### config.mk
export PLATFORM = sky130hd
export DESIGN_NAME = euclidean_distance_isqrt_unit
export DESIGN_NICKNAME = d
export VERILOG_FILES = /design/src/rtl/eds_pkg.sv /design/src/rtl/eds_sqdist.sv /design/src/rtl/eds_isqrt.sv /design/src/rtl/euclidean_distance_isqrt_unit.sv
export SDC_FILE = /design/constraint.sdc
export NUM_CORES = 2
export LEC_CHECK = 0
export ABC_CLOCK_PERIOD_IN_PS = 6700
export BUFFER_PORTS_ARGS = -buffer_cell sky130_fd_sc_hd__buf_4
export CAP_MARGIN = 5
export CORE_MARGIN = 5
export CORE_UTILIZATION = 63
export CTS_CLUSTER_DIAMETER = 200
export DETAILED_ROUTE_END_ITERATION = 16
export PLACE_DENSITY = 0.85
export SETUP_SLACK_MARGIN = 0.1
export SYNTH_ARGS = -nofsm -noshare
export SYNTH_HDL_FRONTEND = slang
export SYNTH_SLANG_ARGS = --single-unit
### constraint.sdc
create_clock -name clock -period 6.7 [get_ports clock]
set_input_delay 1.005 -clock clock [delete_from_list [all_inputs] [get_ports clock]]
set_output_delay 1.005 -clock clock [all_outputs]
set_load 0.01 [all_outputs]
### src/rtl/eds_pkg.sv
package eds_pkg;

   localparam int FIELD_BITS = 15;
   localparam int COORD_BITS = 15;
   localparam int SQ_BITS    = 31;
   localparam int ROOT_BITS  = 16;
   localparam int PROD_BITS  = 2 * FIELD_BITS;
   localparam int TRIAL_BITS = 2 * ROOT_BITS + 1;

   localparam logic [FIELD_BITS-1:0] COORD_MASK =
      FIELD_BITS'((64'd1 << COORD_BITS) - 64'd1);

   typedef struct packed {
      logic [FIELD_BITS-1:0] first_x;
      logic [FIELD_BITS-1:0] first_y;
      logic [FIELD_BITS-1:0] second_x;
      logic [FIELD_BITS-1:0] second_y;
   } eds_req_type;

   typedef struct packed {
      logic [SQ_BITS-1:0]   squared_distance;
      logic [ROOT_BITS-1:0] rounded_down_distance;
   } eds_rsp_type;

   typedef struct packed {
      logic               valid;
      logic [SQ_BITS-1:0] squared_distance;
   } eds_sq_type;

endpackage

### src/rtl/eds_sqdist.sv
module eds_sqdist (
   input  logic                clock,
   input  logic                reset,
   input  logic                req_valid,
   input  eds_pkg::eds_req_type req_data,
   output eds_pkg::eds_sq_type  sq_out
);

   logic [eds_pkg::FIELD_BITS-1:0] ax, ay, bx, by;
   logic [eds_pkg::FIELD_BITS-1:0] dx_in, dy_in, dx_ff, dy_ff;
   logic [eds_pkg::PROD_BITS-1:0]  dxsq_in, dysq_in, dxsq_ff, dysq_ff;
   logic [eds_pkg::SQ_BITS-1:0]    sq_in, sq_ff;
   logic                           v1_ff, v2_ff, v3_ff;

   // stage 1: axis differences
   always_comb begin
      ax    = req_data.first_x & eds_pkg::COORD_MASK;
      ay    = req_data.first_y & eds_pkg::COORD_MASK;
      bx    = req_data.second_x & eds_pkg::COORD_MASK;
      by    = req_data.second_y & eds_pkg::COORD_MASK;
      dx_in = (bx < ax) ? (ax - bx) : (bx - ax);
      dy_in = (by < ay) ? (ay - by) : (by - ay);
   end

   // stage 2: squares
   assign dxsq_in = eds_pkg::PROD_BITS'(dx_ff) * eds_pkg::PROD_BITS'(dx_ff);
   assign dysq_in = eds_pkg::PROD_BITS'(dy_ff) * eds_pkg::PROD_BITS'(dy_ff);

   // stage 3: sum
   assign sq_in = eds_pkg::SQ_BITS'(dxsq_ff) + eds_pkg::SQ_BITS'(dysq_ff);

   always_ff @(posedge clock) begin
      if (reset) begin
         v1_ff <= 1'b0;
         v2_ff <= 1'b0;
         v3_ff <= 1'b0;
      end else begin
         v1_ff <= req_valid;
         v2_ff <= v1_ff;
         v3_ff <= v2_ff;
      end
   end

   always_ff @(posedge clock) begin
      dx_ff   <= dx_in;
      dy_ff   <= dy_in;
      dxsq_ff <= dxsq_in;
      dysq_ff <= dysq_in;
      sq_ff   <= sq_in;
   end

   assign sq_out.valid            = v3_ff;
   assign sq_out.squared_distance = sq_ff;

endmodule

### src/rtl/eds_isqrt.sv
module eds_isqrt (
   input  logic                clock,
   input  logic                reset,
   input  eds_pkg::eds_sq_type  sq_in,
   output logic                rsp_valid,
   output eds_pkg::eds_rsp_type rsp_data
);

   localparam int N = eds_pkg::ROOT_BITS;

   logic                           vld_ff  [0:N-1];
   logic [eds_pkg::SQ_BITS-1:0]    sq_ff   [0:N-1];
   logic [eds_pkg::SQ_BITS-1:0]    rem_ff  [0:N-1];
   logic [eds_pkg::ROOT_BITS-1:0]  root_ff [0:N-1];

   logic                           vld_src  [0:N-1];
   logic [eds_pkg::SQ_BITS-1:0]    sq_src   [0:N-1];
   logic [eds_pkg::SQ_BITS-1:0]    rem_src  [0:N-1];
   logic [eds_pkg::ROOT_BITS-1:0]  root_src [0:N-1];

   assign vld_src[0]  = sq_in.valid;
   assign sq_src[0]   = sq_in.squared_distance;
   assign rem_src[0]  = sq_in.squared_distance;
   assign root_src[0] = '0;

   genvar k;
   generate
      for (k = 0; k < N; k++) begin : g_round
         localparam int SHIFT = N - 1 - k;

         logic [eds_pkg::TRIAL_BITS-1:0] trial;
         logic [eds_pkg::TRIAL_BITS-1:0] rem_wide;
         logic                           take;
         logic [eds_pkg::SQ_BITS-1:0]    rem_in;
         logic [eds_pkg::ROOT_BITS-1:0]  root_in;

         if (k > 0) begin : g_link
            assign vld_src[k]  = vld_ff[k-1];
            assign sq_src[k]   = sq_ff[k-1];
            assign rem_src[k]  = rem_ff[k-1];
            assign root_src[k] = root_ff[k-1];
         end

         // trial = (2*root + bit) << shift
         assign trial = (eds_pkg::TRIAL_BITS'(root_src[k]) << (SHIFT + 1))
                      + (eds_pkg::TRIAL_BITS'(1) << (2 * SHIFT));
         assign rem_wide = eds_pkg::TRIAL_BITS'(rem_src[k]);
         assign take     = (rem_wide >= trial);
         assign rem_in   = take ? eds_pkg::SQ_BITS'(rem_wide - trial) : rem_src[k];
         assign root_in  = take ? (root_src[k] | (eds_pkg::ROOT_BITS'(1) << SHIFT))
                                : root_src[k];

         always_ff @(posedge clock) begin
            if (reset) begin
               vld_ff[k] <= 1'b0;
            end else begin
               vld_ff[k] <= vld_src[k];
            end
         end

         always_ff @(posedge clock) begin
            sq_ff[k]   <= sq_src[k];
            rem_ff[k]  <= rem_in;
            root_ff[k] <= root_in;
         end
      end
   endgenerate

   assign rsp_valid                      = vld_ff[N-1];
   assign rsp_data.squared_distance      = sq_ff[N-1];
   assign rsp_data.rounded_down_distance = root_ff[N-1];

endmodule

### src/rtl/euclidean_distance_isqrt_unit.sv
// the result strobe follows the start beat through the registered difference, square and sum
// stages, then through the root stages, which settle one root bit per stage
// throughput: one beat per cycle; busy is always low
// reset clears only the stage valid bits; no result strobes until new beats arrive
module euclidean_distance_isqrt_unit (
   input  logic                clock,
   input  logic                reset,
   input  logic                start,
   output logic                busy,
   input  eds_pkg::eds_req_type req_data,
   output logic                rsp_strobe,
   output eds_pkg::eds_rsp_type rsp_data
);

   eds_pkg::eds_sq_type sq_link;
   logic                accept;

   assign busy   = 1'b0;
   assign accept = start & ~busy;

   eds_sqdist u_sqdist (
      .clock     (clock),
      .reset     (reset),
      .req_valid (accept),
      .req_data  (req_data),
      .sq_out    (sq_link)
   );

   eds_isqrt u_isqrt (
      .clock     (clock),
      .reset     (reset),
      .sq_in     (sq_link),
      .rsp_valid (rsp_strobe),
      .rsp_data  (rsp_data)
   );

endmodule
==> flow_metrics.py <==
metrics = {
    "status": {
        "status": "finished, final reports clean",
    },
    "yosys": {
        "synth_seq_cells": 995,
        "synthMuxAreaShare": 0.00884,
        "synth_edf_count": 0,
        "synthXorXnorAreaFrac": 0.0535,
        "async_flop_share": 0,
        "synth.distinct_cells": 69,
        "syn_inst": 4509,
        "synth_top_family_by_area": "adder cells",
        "synth.cell_area_sq_um": 46200,
        "synth_fa_ha_area_frac": 0.235,
        "synth-compound-area-share": 0.0903,
        "ys_seq_area_frac": 0.431,
        "synthSimpleGateAreaFrac": 0.114,
        "ys_warn_count": 0,
        "synth_flop_cell": "dfxtp_1",
        "avgSynthCellArea_sq_um": 10.2,
    },
    "route": {
        "drt-vias-per-instance": 5.40,
        "post-route-drc-count": 0,
        "ant_nets": 0,
        "wire_per_inst_microns": 16.1,
        "routed_wl_microns": 91500,
        "drt_iter0_markers": 1657,
        "firstDrtPassIters": 8,
        "vias": 30700,
    },
    "sta": {
        "tightest_slew_ns": 1.07,
        "fin_skew_ns": 0.0208,
        "finalHoldViolations": 0,
        "setup_viol": 0,
        "finalCritPeriodShare": 0.952,
        "max_slew_margin": 0.286,
        "rsz0062_at_grt": "yes",
        "tns_ns": 0,
        "finalCriticalPeriod_ns": 6.38,
        "slew_viol_final": 0,
        "fmax_mhz": 157,
    },
    "critical_path": {
        "worstSetupStartpointType": "flip-flop",
        "arrival_ns": 6.90,
        "critPathMostFrequentCell": "inv_1",
        "cp_slowest_cell": "fa_1",
        "cp_data_required_time_ns": 7.22,
        "crit_type": "flip-flop to flip-flop",
        "endpoint_kind": "flip-flop",
        "cp_slowest_stage_delay_ns": 0.54,
        "critPathMaxFanout": 9,
    },
    "placed_design": {
        "gp_congestion": 0.895,
        "io_buffers": 110,
        "dp_hpwl_microns": 67200,
    },
    "global_routing": {
        "grt_max_degree": 33,
        "grt_pass1_vias": 32000,
        "gr-total-overflow": 0,
        "groute.usage.overall": 0.233,
        "antenna_found_initial": 0,
        "grt_pass1_wl_microns": 153000,
    },
    "final_layout": {
        "multi_input_area_sq_um": 23200,
        "fillers": 5108,
        "syn2layout_area_growth_pct": 10.9,
        "layout_common_cells": "988 x dfxtp_1, 679 x inv_1, 418 x ha_1",
        "seqCellArea_sq_um": 19900,
        "drive_above_1_share": 0.0728,
        "final_common_cell": "dfxtp_1",
        "nets": 5402,
    },
    "clocking": {
        "h-tree-depth": 3,
        "clkTransAtPathRegs_ns": 0.06,
        "numCtsBuffers": 95,
        "clkSinkCount": 995,
        "clockRootBuffer": "clkbuf_16",
        "clock_path_buffers": 3,
        "cts_tree": "yes",
        "insertion_delay_ns": 0.65,
    },
    "die": {
        "die_y_microns": 281,
        "dieArea_sq_um": 78800,
        "start_util": 0.634,
        "num_rows": 99,
        "io_pins": 112,
        "coreArea_sq_um": 72800,
        "die_w_microns": 281,
    },
    "job": {
        "drv_cap": 0,
    },
    "min_path": {
        "hp-class": "flip-flop to flip-flop",
    },
}
sequential cells by signal, indices dropped and copies added, names as in the netlist:
| signal | flops |
|---|---|
| u_sqdist.dysq_ff | 29 |
| u_sqdist.sq_ff | 31 |
| u_sqdist.v3_ff | 1 |
| u_isqrt.rem_ff | 465 |
| u_isqrt.vld_ff | 16 |
| u_sqdist.dx_ff | 15 |
| u_isqrt.sq_ff | 256 |
| u_sqdist.v1_ff | 1 |
| u_sqdist.dxsq_ff | 29 |
| u_sqdist.v2_ff | 1 |
| u_isqrt.root_ff | 136 |
| u_sqdist.dy_ff | 15 |
Yosys cell counts, types with 43 or more instances:
cell type / n / area share
a21o_1: 96 / 0.016
a21oi_1: 183 / 0.020
and2_1: 110 / 0.015
clkbuf_1: 69 / 0.0056
dfxtp_1: 995 / 0.43
fa_1: 281 / 0.12
ha_1: 418 / 0.11
inv_1: 679 / 0.055
nand2_1: 273 / 0.022
nand2b_1: 43 / 0.0058
nand3_1: 50 / 0.0054
nor2_1: 209 / 0.017
nor2b_1: 64 / 0.0087
nor3_1: 88 / 0.0095
nor4_1: 64 / 0.0087
o21a_1: 56 / 0.0091
o21ai_0: 166 / 0.018
xnor2_1: 174 / 0.033
xor2_1: 108 / 0.020
critical path: cells and delay by family (launching register included):
family	cells	cell delay [ns]
buffers and inverters	8	0.60
DFF	1	0.37
AOI/OAI and AO/OA	7	1.45
muxes	1	0.20
and+or+nand+nor	2	0.19
adders and majority gates	7	3.45
stage by stage:
step	cell area [sq um]	hold WS (ns)	instances	setup WS, ns	util
after global routing	51200	0.326	5671	0.0240	0.703
after detailed placement	47900	0.312	5502	0.200	0.658
final	51200	0.319	5674	0.323	0.703
after global placement	47900	0.310	5502	0.317	0.658
after CTS	51200	0.314	5671	0.157	0.702
after floorplan	46200	0.310	4510	0.690	-
cell families (layout without fill, tap and decap cells):
logic type	count (synthesis)	count (layout)
other	1	5
adder cells (fa/ha/maj)	699	699
flip-flops	995	995
AO/OA/AOI/OAI	666	666
buffers and inverters	785	987
XOR/XNOR	282	282
multiplexers	38	38
AND/OR/NAND/NOR	1043	1043
per-layer routing:
| metal | GRT usage | vias up | share of wire |
|---|---|---|---|
| met5 | 0 | - | 0 |
| met4 | 0.0910 | 0 | 0.039 |
| met3 | 0.0346 | 239 | 0.044 |
| met2 | 0.432 | 710 | 0.52 |
| met1 | 0.270 | 14800 | 0.40 |
| li1 | - | 14900 | - |
what timing repair did:
action / 4_1_cts / 5_1_grt
endpoints found under the setup margin: 0 / 7
setup buffers: 0 / 0
gates resized for setup: 0 / 9
hold buffers: 0 / 0
area by class of cell:
cell class / count / area share
Clock inverter: 39 / 0.0100
Timing Repair Buffer: 139 / 0.0204
Sequential cell: 995 / 0.389
Clock buffer: 130 / 0.0532
Antenna cell: 3 / 0.000147
Tap cell: 959 / 0.0234
Inverter: 679 / 0.0498
Multi-Input combinational cell: 2730 / 0.454
worst paths after layout:
check / from / endpoint / slack, ns / cells after the start
setup / recovery: u_sqdist.dx_ff[3] / u_sqdist.dxsq_ff[29] / 0.32 / 25
hold / removal: u_isqrt.sq_ff[1][103] / u_isqrt.sq_ff[1][134] / 0.32 / 0
setup reg to reg: u_sqdist.dx_ff[3] / u_sqdist.dxsq_ff[29] / 0.32 / 25
hold reg to reg: u_isqrt.sq_ff[1][103] / u_isqrt.sq_ff[1][134] / 0.32 / 0
Power is not shown: default switching activity piles up to over one toggle a cycle in this logic, so the estimate is an artifact.
